==> src/rtl/core/mel_pkg.sv <==
// Shared types, phase codes and name tables for the mail envelope line matcher.
package mel_pkg;

	// Default longest line position that is tracked before the counter saturates.
	localparam int unsigned MAX_LINE_DEF = 1024;

	// Widths fixed by the request and result fields.
	localparam int unsigned BYTE_W = 8;
	localparam int unsigned OFFS_W = 10;
	localparam int unsigned TOKL_W = 3;
	localparam int unsigned TOKC_W = 24;

	// Character constants.
	localparam logic [BYTE_W-1:0] CH_ESCAPE = 8'h3E;
	localparam logic [BYTE_W-1:0] CH_COLON  = 8'h3A;
	localparam logic [BYTE_W-1:0] CH_TAB    = 8'h09;
	localparam logic [BYTE_W-1:0] CH_SPACE  = 8'h20;
	localparam logic [BYTE_W-1:0] CH_UPPER_F = 8'h46;

	// The leader text "From ", first character at index 0.
	localparam int unsigned LEADER_LEN = 5;
	localparam logic [LEADER_LEN-1:0][BYTE_W-1:0] LEADER_TEXT = {" ", "m", "o", "r", "F"};

	// Weekday and month names in lower case, packed three characters to a word.
	localparam logic [6:0][TOKC_W-1:0] DAY_NAMES =
		{"sat", "fri", "thu", "wed", "tue", "mon", "sun"};
	localparam logic [11:0][TOKC_W-1:0] MONTH_NAMES =
		{"dec", "nov", "oct", "sep", "aug", "jul", "jun", "may", "apr", "mar", "feb", "jan"};

	// Parse phases of one line.
	typedef enum logic [3:0] {
		PH_FIRST, PH_LEADER, PH_WHITE, PH_ADDR,
		PH_DAY_WS, PH_DAY, PH_MON_WS, PH_MON,
		PH_NUM_WS, PH_NUM, PH_TIME_WS, PH_TIME, PH_TAIL
	} phase_t;

	// One request: a character and the last-byte mark.
	typedef struct packed {
		logic [BYTE_W-1:0] text_byte;
		logic              line_end;
	} req_t;

	// One result: the match flag and the address offset.
	typedef struct packed {
		logic              is_envelope;
		logic [OFFS_W-1:0] address_offset;
	} res_t;

	function automatic logic is_white(input logic [BYTE_W-1:0] c);
		return (c == CH_SPACE) || (c == CH_TAB);
	endfunction

	function automatic logic is_digit(input logic [BYTE_W-1:0] c);
		return (c >= 8'h30) && (c <= 8'h39);
	endfunction

	// ASCII upper case letters fold to lower case.
	function automatic logic [BYTE_W-1:0] fold(input logic [BYTE_W-1:0] c);
		return ((c >= 8'h41) && (c <= 8'h5A)) ? c + 8'd32 : c;
	endfunction

	function automatic logic day_match(input logic [TOKC_W-1:0] t);
		logic hit;
		hit = 1'b0;
		for (int i = 0; i < 7; i++) begin
			hit = hit | (DAY_NAMES[i] == t);
		end
		return hit;
	endfunction

	function automatic logic month_match(input logic [TOKC_W-1:0] t);
		logic hit;
		hit = 1'b0;
		for (int i = 0; i < 12; i++) begin
			hit = hit | (MONTH_NAMES[i] == t);
		end
		return hit;
	endfunction

endpackage

==> src/rtl/core/mail_envelope_line_matcher.sv <==
// Top level of the mail envelope line matcher: request register, parser, result register.
//
// A text line enters on the up channel one byte per request, with line_end set on
// its final byte. The block checks the line against the mailbox envelope form
// ("From " line with address, weekday, month, day, time) and gives one result on
// the dn channel for each line, taken from the request that carried line_end.
// Bytes without line_end produce no result.
//
// Throughput is one byte per cycle while up_ready is high: each byte needs a single phase
// update of the line state, done combinationally between the request register and the
// result register. dn_valid rises when the last byte moves on into the result register.
//
// When the receiver stalls, the pending result holds in the result register;
// bytes that do not end a line keep flowing, and a further last byte waits in
// the request register, which then drops up_ready until the result is taken.
//
// Reset clears the line state to the start of a line and empties both registers.
module mail_envelope_line_matcher #(
	parameter int unsigned MAX_LINE = mel_pkg::MAX_LINE_DEF
) (
	input  logic          clk,
	input  logic          arst_n,
	input  logic          up_valid,
	output logic          up_ready,
	input  mel_pkg::req_t up_data,
	output logic          dn_valid,
	input  logic          dn_ready,
	output mel_pkg::res_t dn_data
);

	logic          valid_s1;
	mel_pkg::req_t req_s1;
	logic          dn_valid_q;
	mel_pkg::res_t dn_data_q;
	mel_pkg::res_t res_c;
	logic          proceed;

	// A byte leaves the request register unless it ends a line and the result is blocked.
	assign proceed  = valid_s1 && (!req_s1.line_end || !dn_valid_q || dn_ready);
	assign up_ready = !valid_s1 || proceed;

	// Request register.
	always_ff @(posedge clk or negedge arst_n) begin
		if (!arst_n) begin
			valid_s1 <= 1'b0;
		end else if (up_ready) begin
			valid_s1 <= up_valid;
		end
	end

	always_ff @(posedge clk) begin
		if (up_ready && up_valid) begin
			req_s1 <= up_data;
		end
	end

	mel_parse #(
		.MAX_LINE(MAX_LINE)
	) u_parse (
		.clk    (clk),
		.arst_n (arst_n),
		.step   (proceed),
		.req    (req_s1),
		.res    (res_c)
	);

	// Result register.
	always_ff @(posedge clk or negedge arst_n) begin
		if (!arst_n) begin
			dn_valid_q <= 1'b0;
		end else if (proceed && req_s1.line_end) begin
			dn_valid_q <= 1'b1;
		end else if (dn_ready) begin
			dn_valid_q <= 1'b0;
		end
	end

	always_ff @(posedge clk) begin
		if (proceed && req_s1.line_end) begin
			dn_data_q <= res_c;
		end
	end

	assign dn_valid = dn_valid_q;
	assign dn_data  = dn_data_q;

	// A line that is not an envelope reports offset zero.
	a_no_match_zero: assert property (@(posedge clk) disable iff (!arst_n)
		dn_valid_q && !dn_data_q.is_envelope |-> dn_data_q.address_offset == '0)
		else $error("non-envelope result carries an address offset");

	// Only a held line end in the request register can stop the up channel.
	a_stall_cause: assert property (@(posedge clk) disable iff (!arst_n)
		!up_ready |-> valid_s1 && req_s1.line_end && dn_valid_q && !dn_ready)
		else $error("up channel stalled without a blocked result");

	// A line end that moves on always shows up as a result next cycle.
	a_result_follows: assert property (@(posedge clk) disable iff (!arst_n)
		proceed && req_s1.line_end |=> dn_valid_q)
		else $error("line end produced no result");

	// A waiting result is never overwritten.
	a_result_hold: assert property (@(posedge clk) disable iff (!arst_n)
		dn_valid_q && !dn_ready |=> dn_valid_q && $stable(dn_data_q))
		else $error("pending result lost or changed");

endmodule

==> src/rtl/core/mel_parse.sv <==
// Line state and per-byte parse step of the envelope matcher.
module mel_parse #(
	parameter int unsigned MAX_LINE = mel_pkg::MAX_LINE_DEF
) (
	input  logic           clk,
	input  logic           arst_n,
	input  logic           step,
	input  mel_pkg::req_t  req,
	output mel_pkg::res_t  res
);

	localparam int unsigned POS_W  = $clog2(MAX_LINE + 1);
	localparam int unsigned ADDR_W = $clog2(MAX_LINE);
	localparam logic [POS_W-1:0] POS_MAX = POS_W'(MAX_LINE);

	mel_pkg::phase_t                 phase_q, phase_d;
	logic [POS_W-1:0]                pos_q, pos_d;
	logic [mel_pkg::TOKL_W-1:0]      tokl_q, tokl_d;
	logic [mel_pkg::TOKC_W-1:0]      tokc_q, tokc_d;
	logic [ADDR_W-1:0]               addr_q, addr_d;
	logic                            colon_q, colon_d;
	logic                            rej_q, rej_d;
	logic                            esc_q, esc_d;

	logic [mel_pkg::BYTE_W-1:0] c;
	logic                       c_white;
	logic                       c_digit;
	logic                       match;

	assign c       = req.text_byte;
	assign c_white = mel_pkg::is_white(c);
	assign c_digit = mel_pkg::is_digit(c);

	// One parse step on the current byte; a rejected line ignores its bytes.
	always_comb begin
		phase_d = phase_q;
		tokl_d  = tokl_q;
		tokc_d  = tokc_q;
		addr_d  = addr_q;
		colon_d = colon_q;
		rej_d   = rej_q;
		esc_d   = esc_q;
		if (!rej_q) begin
			unique case (phase_q)
				mel_pkg::PH_FIRST: begin
					if (c == mel_pkg::CH_ESCAPE) begin
						esc_d   = 1'b1;
						tokl_d  = '0;
						phase_d = mel_pkg::PH_LEADER;
					end else if (c == mel_pkg::CH_UPPER_F) begin
						tokl_d  = mel_pkg::TOKL_W'(1);
						phase_d = mel_pkg::PH_LEADER;
					end else begin
						rej_d = 1'b1;
					end
				end
				mel_pkg::PH_LEADER: begin
					if (tokl_q >= mel_pkg::TOKL_W'(mel_pkg::LEADER_LEN) ||
						c != mel_pkg::LEADER_TEXT[tokl_q]) begin
						rej_d = 1'b1;
					end else begin
						tokl_d = tokl_q + mel_pkg::TOKL_W'(1);
						if (tokl_q == mel_pkg::TOKL_W'(mel_pkg::LEADER_LEN - 1)) begin
							phase_d = mel_pkg::PH_WHITE;
						end
					end
				end
				mel_pkg::PH_WHITE: begin
					if (!c_white) begin
						if (c == mel_pkg::CH_COLON || pos_q == POS_MAX) begin
							rej_d = 1'b1;
						end else begin
							addr_d  = pos_q[ADDR_W-1:0];
							phase_d = mel_pkg::PH_ADDR;
						end
					end
				end
				mel_pkg::PH_ADDR: begin
					if (c_white) begin
						phase_d = mel_pkg::PH_DAY_WS;
					end
				end
				mel_pkg::PH_DAY_WS, mel_pkg::PH_MON_WS: begin
					if (!c_white) begin
						tokl_d  = mel_pkg::TOKL_W'(1);
						tokc_d  = mel_pkg::TOKC_W'(mel_pkg::fold(c));
						phase_d = (phase_q == mel_pkg::PH_DAY_WS) ?
							mel_pkg::PH_DAY : mel_pkg::PH_MON;
					end
				end
				mel_pkg::PH_DAY, mel_pkg::PH_MON: begin
					if (c_white) begin
						if (tokl_q != mel_pkg::TOKL_W'(3) ||
							!((phase_q == mel_pkg::PH_DAY) ? mel_pkg::day_match(tokc_q) :
								mel_pkg::month_match(tokc_q))) begin
							rej_d = 1'b1;
						end else begin
							phase_d = (phase_q == mel_pkg::PH_DAY) ?
								mel_pkg::PH_MON_WS : mel_pkg::PH_NUM_WS;
						end
					end else if (tokl_q >= mel_pkg::TOKL_W'(3)) begin
						rej_d = 1'b1;
					end else begin
						tokl_d = tokl_q + mel_pkg::TOKL_W'(1);
						tokc_d = {tokc_q[mel_pkg::TOKC_W-mel_pkg::BYTE_W-1:0], mel_pkg::fold(c)};
					end
				end
				mel_pkg::PH_NUM_WS, mel_pkg::PH_TIME_WS: begin
					if (!c_white) begin
						if (!c_digit) begin
							rej_d = 1'b1;
						end else begin
							tokl_d  = mel_pkg::TOKL_W'(1);
							phase_d = (phase_q == mel_pkg::PH_NUM_WS) ?
								mel_pkg::PH_NUM : mel_pkg::PH_TIME;
						end
					end
				end
				mel_pkg::PH_NUM: begin
					if (c_white) begin
						phase_d = mel_pkg::PH_TIME_WS;
					end else if (!c_digit || tokl_q >= mel_pkg::TOKL_W'(2)) begin
						rej_d = 1'b1;
					end else begin
						tokl_d = tokl_q + mel_pkg::TOKL_W'(1);
					end
				end
				mel_pkg::PH_TIME: begin
					if (c_white) begin
						if (tokl_q < mel_pkg::TOKL_W'(4)) begin
							rej_d = 1'b1;
						end else begin
							phase_d = mel_pkg::PH_TAIL;
						end
					end else begin
						// The length only matters up to four, so it saturates.
						if (tokl_q != '1) begin
							tokl_d = tokl_q + mel_pkg::TOKL_W'(1);
						end
						if (c == mel_pkg::CH_COLON) begin
							colon_d = 1'b1;
						end
					end
				end
				mel_pkg::PH_TAIL: begin
					if (c == mel_pkg::CH_COLON) begin
						colon_d = 1'b1;
					end
				end
				default: begin
					rej_d = 1'b1;
				end
			endcase
		end
	end

	// Byte position counts up to the line limit and stays there.
	always_comb begin
		pos_d = (pos_q == POS_MAX) ? pos_q : pos_q + POS_W'(1);
	end

	// Verdict taken from the state after this byte.
	always_comb begin
		match = !rej_d && colon_d &&
			((phase_d == mel_pkg::PH_TIME && tokl_d >= mel_pkg::TOKL_W'(4)) ||
			 phase_d == mel_pkg::PH_TAIL);
		res.is_envelope    = match;
		res.address_offset = match ? mel_pkg::OFFS_W'(addr_d) : '0;
	end

	// Line state; the last byte returns everything to the line start.
	always_ff @(posedge clk or negedge arst_n) begin
		if (!arst_n) begin
			phase_q <= mel_pkg::PH_FIRST;
			pos_q   <= '0;
			tokl_q  <= '0;
			tokc_q  <= '0;
			addr_q  <= '0;
			colon_q <= 1'b0;
			rej_q   <= 1'b0;
			esc_q   <= 1'b0;
		end else if (step) begin
			if (req.line_end) begin
				phase_q <= mel_pkg::PH_FIRST;
				pos_q   <= '0;
				tokl_q  <= '0;
				tokc_q  <= '0;
				addr_q  <= '0;
				colon_q <= 1'b0;
				rej_q   <= 1'b0;
				esc_q   <= 1'b0;
			end else begin
				phase_q <= phase_d;
				pos_q   <= pos_d;
				tokl_q  <= tokl_d;
				tokc_q  <= tokc_d;
				addr_q  <= addr_d;
				colon_q <= colon_d;
				rej_q   <= rej_d;
				esc_q   <= esc_d;
			end
		end
	end

endmodule

==> config.mk <==
export PLATFORM = sky130hd
export DESIGN_NAME = mail_envelope_line_matcher
export DESIGN_NICKNAME = d
export VERILOG_FILES = /design/src/rtl/core/mel_pkg.sv /design/src/rtl/core/mail_envelope_line_matcher.sv /design/src/rtl/core/mel_parse.sv
export SDC_FILE = /design/constraint.sdc
export NUM_CORES = 1
export LEC_CHECK = 0
export BUFFER_PORTS_ARGS = -buffer_cell sky130_fd_sc_hd__buf_2
export CAP_MARGIN = 20
export CORE_ASPECT_RATIO = 2
export CORE_UTILIZATION = 46
export DETAILED_ROUTE_END_ITERATION = 8
export PLACE_DENSITY = 0.62
export SYNTH_ARGS = -nofsm -noshare
export SYNTH_HDL_FRONTEND = slang
export SYNTH_SLANG_ARGS = --single-unit
==> constraint.sdc <==
create_clock -name clk -period 3.9 [get_ports clk]
set_input_delay 0.78 -clock clk [delete_from_list [all_inputs] [get_ports clk]]
set_output_delay 0.78 -clock clk [all_outputs]
set_load 0.01 [all_outputs]
======== Yosys cells after proc, flatten, opt, wreduce, memory -nomap -nowiden ========
Memories as Yosys holds them, arrays and structs flattened.
Index checks and enable logic that the tools add are counted.
word-level totals
  register bits ........................... 76
  memory bits (read-only) ................. 64
  input port bits ......................... 13
  output and inout bits ................... 13
  logic and storage cells ................. 200
  memories ................................ 1
memory list
  name              words  bits a word  read ports  clocked after memory_dff  wr ports  line             source
  (name not given)  8      8            1           0                         0         mel_parse.sv:59  c != mel_pkg::LEADER_TEXT[tokl_q]) begin
operators by class
  add/subtract/negate cells ............... 3
  $lt $le $gt $ge ......................... 10
  equality and inequality tests ........... 48
  muxes and demuxes ....................... 76
  bitwise operators ....................... 17
  reduce and logical (&&, ||, !) cells .... 32
operators by type and width
  kind                     number
  $eq A23 B24 Y1 const A   19
  $mux W24                 5
  $mux W4                  18
  $mux W10                 5
  $pmux W24 S2             1
  $mux W3                  14
  $pmux W4 S9              1
  $eq A4 B4 Y1 const B     7
  $eq A8 B6 Y1 const B     3
  $mux W1                  23
  $mux W11                 2
  $pmux W3 S7              1
  $or A1 B1 Y1             17
  $eq A4 B3 Y1 const B     4
  $mux W8                  2
  $ne A3 B3 Y1 const B     4
  $add A11 B1 Y11 const B  1
  $eq A11 B11 Y1 const B   1
  $logic_or A1 B1 Y1       9
  $add A8 B6 Y8 const B    1
  $eq A4 B2 Y1 const B     2
  $eq A8 B4 Y1 const B     1
  $eq A8 B7 Y1 const B     1
  $ge A8 B6 Y1 const B     1
  25 further kinds         43

======== Logic depth before layout (Yosys ltp) ========
Gate-level depths: netlist of run 1.
  depth after elaboration ................. 23
  gate-level depth with buffers ........... 12
  depth with buffers taken out ............ 11

======== Hierarchy ========
From an unflattened synthesis of run 1, not the netlist that was laid out.
second synthesis, totals
  cells, all modules ...................... 509
  area total of the unflattened synthesis .. 4835.9 sq um
by module, submodules not included
  module                      times used  cells an instance  area an instance (sq um)  seq. area each (sq um)
  mel_parse                   1           479                4129.0                    1351.3
  mail_envelope_line_matcher  1           30                 706.9                     650.6

======== Least setup slack after synthesis of run 1 ========
Ideal clock, no wire load.
  path kind ............................... reg-to-reg
  start ................................... register u_parse.pos_q[0]
  end ..................................... register dn_data_q, in the netlist dn_data[10] (data pin)
  setup time .............................. 0.260 ns
  data arrival time ....................... 2.357 ns
  required time ........................... 3.640 ns
  path slack .............................. 1.282 ns
  cell stages (with the launch flop) ...... 12
  path buffers ............................ 1
  clock period less this slack ............ 2.618 ns
  cells stage by stage .................... dfrtp_1 inv_1 ha_1 nor4b_1 nand3_1 nor4b_1 o41a_1 a2111o_1 o21a_1 buf_6 o211ai_2 o21ai_1
on the way
  cells in the longest elaborated chain, start to end .. 10
  elaborated cells on any way between the ends .. 17
  those cells by class .................... eq/ne (3); mux (8); reduce/logical (6)
RTL lines
  what                    line                              source
  from (decl)             mel_parse.sv:17                   logic [POS_W-1:0] pos_q, pos_d;
  from (signal assigned)  mel_parse.sv:194                  pos_q <= pos_d;
  $eq A11 B11 Y1 *        mel_parse.sv:70                   if (c == mel_pkg::CH_COLON || pos_q == POS_MAX) begin
  $logic_or A1 B1 Y1 *    mel_parse.sv:70
  $mux W4                 mel_parse.sv:70
  $mux W4                 mel_parse.sv:69                   if (!c_white) begin
  $pmux W4 S9             mel_parse.sv:44                   unique case (phase_q)
  $mux W4                 mel_parse.sv:43                   if (!rej_q) begin
  $eq A4 B4 Y1            mel_parse.sv:165                  ((phase_d == mel_pkg::PH_TIME && tokl_d >= mel_pkg::TOKL_W'(4)) ||
  $logic_and A1 B1 Y1     mel_parse.sv:165
  $logic_or A1 B1 Y1      mel_parse.sv:165
  $logic_and A1 B1 Y1 *   mel_parse.sv:164                  match = !rej_d && colon_d &&
  net u_parse.match       mel_parse.sv:28                   logic match;
  to (signal assigned)    mail_envelope_line_matcher.sv:80  dn_data_q <= res_c;
  to (decl)               mail_envelope_line_matcher.sv:34  mel_pkg::res_t dn_data_q;
Mark *: on every way through the listed nets, which the timed path passes. The rest lies on a longest branch.
A chain may end at the register's enable or synchronous reset.

======== Final worst setup path of run 1 ========
  start ................................... register u_parse.tokl_q[1] in the netlist's numbering
  end ..................................... register dn_data_q, in the netlist dn_data[9] (data pin)
on the way
  cells in the longest elaborated chain, start to end .. 11
  elaborated cells on any way between the ends .. 54
  those cells by class .................... add/sub (1); order compare (5); eq/ne (6); mux (33); reduce/logical (8); memory (1)
RTL lines
  what                                                 line              source
  from (decl)                                          mel_parse.sv:18   logic [mel_pkg::TOKL_W-1:0] tokl_q, tokl_d;
  from (signal assigned)                               mel_parse.sv:195  tokl_q <= tokl_d;
  $mem_v2 Z8 W8                                        n/a
  $mux W8 (implied by the code)                        mel_parse.sv:59
  $ne A8 B8 Y1                                         mel_parse.sv:59
  $logic_or A1 B1 Y1                                   mel_parse.sv:58   if (tokl_q >= mel_pkg::TOKL_W'(mel_pkg::LEADER_LEN) ||
  $mux W3 / $mux W4 (equally long branches)            mel_parse.sv:58
  $pmux W3 S7 / $pmux W4 S9 (equally long branches)    mel_parse.sv:44
  $mux W3 / $mux W4 (equally long branches)            mel_parse.sv:43
  $ge A3 B3 Y1 / $eq A4 B4 Y1 (equally long branches)  mel_parse.sv:165
  $logic_and A1 B1 Y1                                  mel_parse.sv:165
  $logic_or A1 B1 Y1                                   mel_parse.sv:165
  $logic_and A1 B1 Y1 *                                mel_parse.sv:164
Every way passes the cells marked *; elsewhere a longest branch is shown, timed or not. The select of a mux whose other input is x is not followed.

==> qor.txt, run 1 <==
final hold viol count: 0
Peak supply drop: 317 uV
commonest non-fill, non-tap cell in the layout: dfrtp_1
total of max-cap violations: 0
antenna violations before repair: 0
Resize count post-CTS: 0
GRT Total Usage: 0.289
Post-Synthesis Net Count: 575
die width: 77.4 um
CP required: 4.08 ns
Avg Cell Area, Syn: 9.49 sq um
reg2reg end: dn_data[9]
area of the mapped netlist: 5230 sq um
Worst-Margin Slew: 0.949 ns
Hold WC Path Type: flip-flop to flip-flop
Clk Tree Root Cell: clkbuf_16
RSZ-0062 raised after global routing: no
worst reg-to-reg setup slack: 0.38 ns
top_reg_cell synth: dfrtp_1
# diodes: 0
final WL: 16.0 mm
Worst-Skew Late Latency: 0.34 ns
critical-path maximum fanout: 12
Post-synth EDFFs: 20
CP Launch Type: flip-flop
Max Slew Vio Count: 0
Final Skew: 0.00959 ns
Wirelength per Cell: 22.7 um
Final Wtd Congestion: 0.982
via count: 4595
most frequent cells in the layout: 56 x dfrtp_1, 44 x nor2_1, 41 x nand2_1
H-tree depth: 3
Worst setup EP type: flip-flop
clock buffer depth: 2
Max Clk Rate: 284 MHz
status: finished, final reports clean
row count: 54
starting density of the core: 0.475
Setup CP Type: flip-flop to flip-flop
Ys Warns: 0
PwrDens: 403 nW/um^2
Synth-to-Final Area Change: 8.23%
die height: 153 um
io pins: 26
layout cells sized above 1: 0.148
initial drt markers: 303
DRC violation count after routing: 0
Max-slew headroom: 0.351
drt via density: 6.55
asr flop ratio synth: 0.737
ranking of synthesized cells by area: dfrtp_1 27%, edfxtp_1 11%, a22o_1 4.9%
fin nets: 581
vias in the first global route: 4865
grt total ovfl: 0
core area: 11000 sq um
R2R cell count: 11
Final Critical Period: 3.52 ns
clk slew on worst S/H paths: 0.06 ns
#FFs+latches synth: 76
Crit path arrival time: 3.70 ns
r2r startpoint: u_parse.tokl_q[1]
hold path cells: 1
Lkg Pwr: 2.30 nW
Hold Path End: u_parse.addr_q[0]
top cell type by total area after synthesis: dfrtp_1
largest net degree at the start of global routing: 35
final setup violating endpoints: 0
cts hold-fix bufs: 0
port buffer count: 25
post-synth cell types: 92
Fin Setup TNS: 0 ns
Hold Path Origin: u_parse.addr_q[0]
Final period util: 0.903
clock buffer count from CTS: 9
share of the synthesized area in the top cell type: 0.268
first-pass GRT wire length: 25.9 mm
1st-pass router iterations: 5
sequential element share of the synthesized area: 0.383
CTS tree: built
final total power: 2.28 mW
clock sink count: 76
Syn Inst Count: 551
HPWL Detailed: 12.0 mm
DRT antenna net count: 0
die area: 11800 sq um
post-CTS setup buffer count: 0
where the power goes:
part | switching, mW | internal [mW]
Sequential | 0.0954 | 0.856
Combinational | 0.303 | 0.148
Clock | 0.328 | 0.551
Total | 0.726 | 1.55
per-stage QoR:
step	util	setup WS [ns]	cell area, sq um	instances	hold WS (ns)
3_5_place_dp	0.485	0.574	5350	686	0.487
5_1_grt	0.514	0.105	5660	702	0.514
3_3_place_gp	0.485	0.662	5350	686	0.482
6_report	0.514	0.379	5660	702	0.500
2_1_floorplan	-	1.28	5230	551	0.466
4_1_cts	0.514	0.520	5660	702	0.503
cell usage after synthesis (3+ instances only):
| library cell | count |
|---|---|
| buf_6 | 4 |
| nor3b_1 | 5 |
| nor2_1 | 44 |
| a211oi_1 | 13 |
| nor4_1 | 7 |
| nor4bb_1 | 3 |
| nand4_1 | 10 |
| dfrtp_1 | 56 |
| buf_4 | 3 |
| a21oi_1 | 19 |
| nand3_1 | 15 |
| and3_1 | 5 |
| o22ai_1 | 5 |
| buf_2 | 12 |
| inv_1 | 19 |
| and2_1 | 5 |
| nand3b_1 | 4 |
| nand4b_1 | 4 |
| ha_1 | 11 |
| nor2b_1 | 8 |
| xnor2_1 | 4 |
| o31ai_1 | 3 |
| mux2i_1 | 11 |
| nor4b_1 | 6 |
| a22oi_1 | 5 |
| o211ai_1 | 4 |
| o211ai_2 | 11 |
| nand2_1 | 41 |
| nor3_1 | 8 |
| or3_1 | 6 |
| edfxtp_1 | 20 |
| a22o_1 | 29 |
| o21ai_0 | 33 |
| clkbuf_8 | 4 |
| and4b_1 | 6 |
| o21ai_1 | 11 |
| xor2_1 | 8 |
| nand2b_1 | 8 |
| clkbuf_1 | 14 |
metal layers:
| layer | GRT usage | routed length, um |
|---|---|---|
| met1 | 0.266 | 5200 |
| met2 | 0.549 | 9130 |
| met3 | 0.0431 | 546 |
| met4 | 0.215 | 1080 |
| met5 | 0 | 0 |
worst max-delay path by stage:
stage,startpoint,end,depth (start not counted)
6_report,u_parse.tokl_q[1],dn_data[9],11
5_1_grt,u_parse.tokl_q[1],dn_data[9],11
4_1_cts,u_parse.tokl_q[1],dn_data[9],11
3_5_place_dp,u_parse.tokl_q[1],dn_data[9],11
3_3_place_gp,u_parse.tokl_q[1],dn_data[9],11
2_1_floorplan,u_parse.pos_q[0],dn_data[10],11
worst max-delay path, cell delays in order (launching register included):
cell	delay (ns)
dfrtp_1	0.48
inv_1	0.13
ha_1	0.23
nor4_1	0.56
nand4_1	0.21
a22oi_1	0.31
nand2b_1	0.22
o2111ai_1	0.44
a21oi_2	0.25
buf_4	0.24
o211ai_1	0.12
o21ai_0	0.17
area by class of cell:
class                           instances  area, sq um
Fill cell                            1042         5350
Clock buffer                           13          272
Inverter                               19         71.3
Timing Repair Buffer                   36          208
Tap cell                              140          175
Multi-Input combinational cell        415         2890
Clock inverter                          3         42.5
Sequential cell                        76         2000
sequential cells by signal, summed over array words and instances (netlist names):
signal           flops
req_s1               9
u_parse.phase_q      4
u_parse.tokc_q      24
u_parse.tokl_q       3
u_parse.pos_q       11
u_parse.colon_q      1
dn_data             11
valid_s1             1
u_parse.rej_q        1
dn_valid             1
u_parse.addr_q      10
kinds of logic (layout without fill, tap and decap cells):
group,Yosys count,after routing,share of synthesized area
buf+inv,60,71,0.0646
fa+ha+maj,11,11,0.0263
xor+xnor,12,12,0.0201
simple gates,209,209,0.236
compound gates,172,172,0.249
flops,76,76,0.383
mux,11,11,0.0211
No activity file was read; power rests on OpenSTA's default activity.
==> run 2, diff against run 1 <==
--- a/config.mk
+++ b/config.mk
@@ -8,9 +8,9 @@
 export BUFFER_PORTS_ARGS = -buffer_cell sky130_fd_sc_hd__buf_2
 export CAP_MARGIN = 20
 export CORE_ASPECT_RATIO = 2
-export CORE_UTILIZATION = 46
+export CORE_UTILIZATION = 45
 export DETAILED_ROUTE_END_ITERATION = 8
-export PLACE_DENSITY = 0.62
+export PLACE_DENSITY = 0.61
 export SYNTH_ARGS = -nofsm -noshare
 export SYNTH_HDL_FRONTEND = slang
 export SYNTH_SLANG_ARGS = --single-unit
==> run 2 against run 1 <==
Net effect: die area up 2.2%; first-iteration DRC count decreased by 25%; sequential power shrank 2%; setup slack lost 0.11 ns; critical path depth unchanged; hold slack got worse by 0.0029 ns; design area fell by 0.13%; sequential cell count stayed put; via count down 1.8%; clock power is 6.5% lower; clock skew is 0.0019 ns lower; global-route usage is 2.8 points lower; critical endpoint unchanged.
==> qor.txt, run 2 (synthesis gave the netlist of run 1 again) <==
io pins: 26 (unchanged)
pre-CTS setup slack: 0.368 ns (was 0.574 ns)
Resize count post-CTS: 0 (unchanged)
clk slew on worst S/H paths: 0.06 ns (about the same)
Wirelength per Cell: 21.1 um (was 22.7 um)
die width: 78.2 um (was 77.4 um)
die height: 154 um (was 153 um)
final hold viol count: 0 (unchanged)
die area: 12100 sq um (was 11800 sq um)
layout cells sized above 1: 0.147 (was 0.148)
clock sink count: 76 (unchanged)
DP Cell Count: 690 (was 686)
CP Launch Type: flip-flop (unchanged)
Max-slew headroom: 0.340 (was 0.351)
Final Critical Period: 3.63 ns (was 3.52 ns)
# diodes: 0 (unchanged)
drt via density: 6.39 (was 6.55)
Max Slew Vio Count: 0 (unchanged)
starting density of the core: 0.463 (was 0.475)
Worst setup EP type: flip-flop (unchanged)
status: finished, final reports clean (unchanged)
GRT Total Usage: 0.260 (was 0.289)
final worst slack: 0.273 ns (was 0.379 ns)
H-tree depth: 3 (unchanged)
Worst-Margin Slew: 0.988 ns (was 0.949 ns)
Peak supply drop: 249 uV (was 317 uV)
fin nets: 583 (was 581)
total of max-cap violations: 0 (unchanged)
post-route insts no fill: 706 (was 702)
Fin Setup TNS: 0 ns (unchanged)
R2R cell count: 11 (unchanged)
DRC violation count after routing: 0 (unchanged)
CP Capture Point: dn_data[9] (unchanged)
most frequent cells in the layout: 56 x dfrtp_1, 44 x nor2_1, 41 x nand2_1 (unchanged)
Final Skew: 0.00765 ns (was 0.00959 ns)
Max Clk Rate: 276 MHz (was 284 MHz)
most flop-heavy register: u_parse.tokc_q (unchanged)
Setup CP Type: flip-flop to flip-flop (unchanged)
cts hold-fix bufs: 0 (unchanged)
PwrDens: 393 nW/um^2 (was 403 nW/um^2)
post-CTS setup buffer count: 0 (unchanged)
DRT antenna net count: 0 (unchanged)
worst reg-to-reg setup slack: 0.27 ns (was 0.38 ns)
antenna violations before repair: 0 (unchanged)
port buffer count: 25 (unchanged)
CP required: 4.07 ns (was 4.08 ns)
clock buffer count from CTS: 9 (unchanged)
via count: 4514 (was 4595)
RSZ-0062 raised after global routing: no (unchanged)
Final period util: 0.930 (was 0.903)
initial drt markers: 228 (was 303)
Crit path arrival time: 3.80 ns (was 3.70 ns)
Lkg Pwr: 2.29 nW (was 2.30 nW)
final setup violating endpoints: 0 (unchanged)
Hold WC Path Type: flip-flop to flip-flop (unchanged)
first-pass GRT wire length: 24.1 mm (was 25.9 mm)
Synth-to-Final Area Change: 8.09% (was 8.23%)
Worst-Skew Late Latency: 0.33 ns (was 0.34 ns)
max reg flops: 24 (unchanged)
Worst Setup SP: u_parse.tokl_q[2] (was u_parse.tokl_q[1])
1st-pass router iterations: 5 (unchanged)
vias in the first global route: 4701 (was 4865)
commonest non-fill, non-tap cell in the layout: dfrtp_1 (unchanged)
area of the multi-input gates: 2890 sq um (unchanged)
FF+latch area: 2000 sq um (unchanged)
clock buffer depth: 2 (unchanged)
final WL: 14.9 mm (was 16.0 mm)
CTS tree: built (unchanged)
grt total ovfl: 0 (unchanged)
critical-path maximum fanout: 12 (unchanged)
largest net degree at the start of global routing: 35 (unchanged)
HPWL Detailed: 11.2 mm (was 12.0 mm)
r2r startpoint: u_parse.tokl_q[2] (was u_parse.tokl_q[1])
reg2reg end: dn_data[9] (unchanged)
row count: 55 (was 54)
Fill cells: 1118 (was 1042)
Clk Tree Root Cell: clkbuf_16 (unchanged)
core area: 11300 sq um (was 11000 sq um)
Final Wtd Congestion: 0.994 (was 0.982)
==> run 2: worst max-delay path, cell delays in order (launching register included) <==
cell       delay [ns]
dfrtp_1          0.60
inv_1            0.24
ha_1             0.28
xnor2_1          0.24
nand4_1          0.17
a22oi_1          0.41
nand2b_1         0.23
o2111ai_1        0.49
a21oi_2          0.26
buf_4            0.25
o211ai_1         0.11
o21ai_0          0.18
==> run 2: routing by layer <==
| metal | up-vias | part of all wire | track usage | routed length (um) |
|---|---|---|---|---|
| met5 | - | 0 | 0 | 0 |
| met4 | 0 | 0.038 | 0.148 | 569 |
| met3 | 40 | 0.030 | 0.0401 | 454 |
| met2 | 136 | 0.58 | 0.503 | 8690 |
| met1 | 2228 | 0.35 | 0.253 | 5190 |
| li1 | 2110 | - | - | - |
==> run 2: final cells by class <==
| type | count | area share |
|---|---|---|
| multi-input combinational | 415 | 0.511 |
| sequential | 76 | 0.354 |
| clock buffer | 14 | 0.0449 |
| timing repair buffer | 38 | 0.0390 |
| tap | 142 | 0.0314 |
| inverter | 19 | 0.0126 |
| clock inverter | 2 | 0.00664 |
==> run 2: stage by stage <==
stage               hold slack, ns  instance area (sq um)   util  total power, mW
floorplan                    0.466                   5230      -             1.30
global placement             0.483                   5360  0.475             1.40
detailed placement           0.481                   5360  0.475             1.40
CTS                          0.500                   5650  0.501             2.24
global route                 0.505                   5650  0.501             2.33
finish                       0.497                   5650  0.501             2.22
==> run 2: report_power, final <==
part           switching (mW)  internal (mW)  leakage [nW]  total, mW
clock network           0.308          0.514         0.137      0.822
registers              0.0796          0.857         0.971      0.936
logic                   0.311          0.154          1.19      0.465
total                   0.699           1.52          2.29       2.22
==> run 2: worst min path at each step <==
stage          slack [ns]                end  cells past startpoint         startpoint
2_1_floorplan        0.47  u_parse.addr_q[0]                      1  u_parse.addr_q[0]
3_3_place_gp         0.48  u_parse.addr_q[0]                      1  u_parse.addr_q[0]
3_5_place_dp         0.48  u_parse.addr_q[4]                      1  u_parse.addr_q[4]
4_1_cts              0.50  u_parse.addr_q[3]                      1  u_parse.addr_q[3]
5_1_grt              0.51  u_parse.addr_q[8]                      1  u_parse.addr_q[8]
6_report             0.50  u_parse.addr_q[3]                      1  u_parse.addr_q[3]
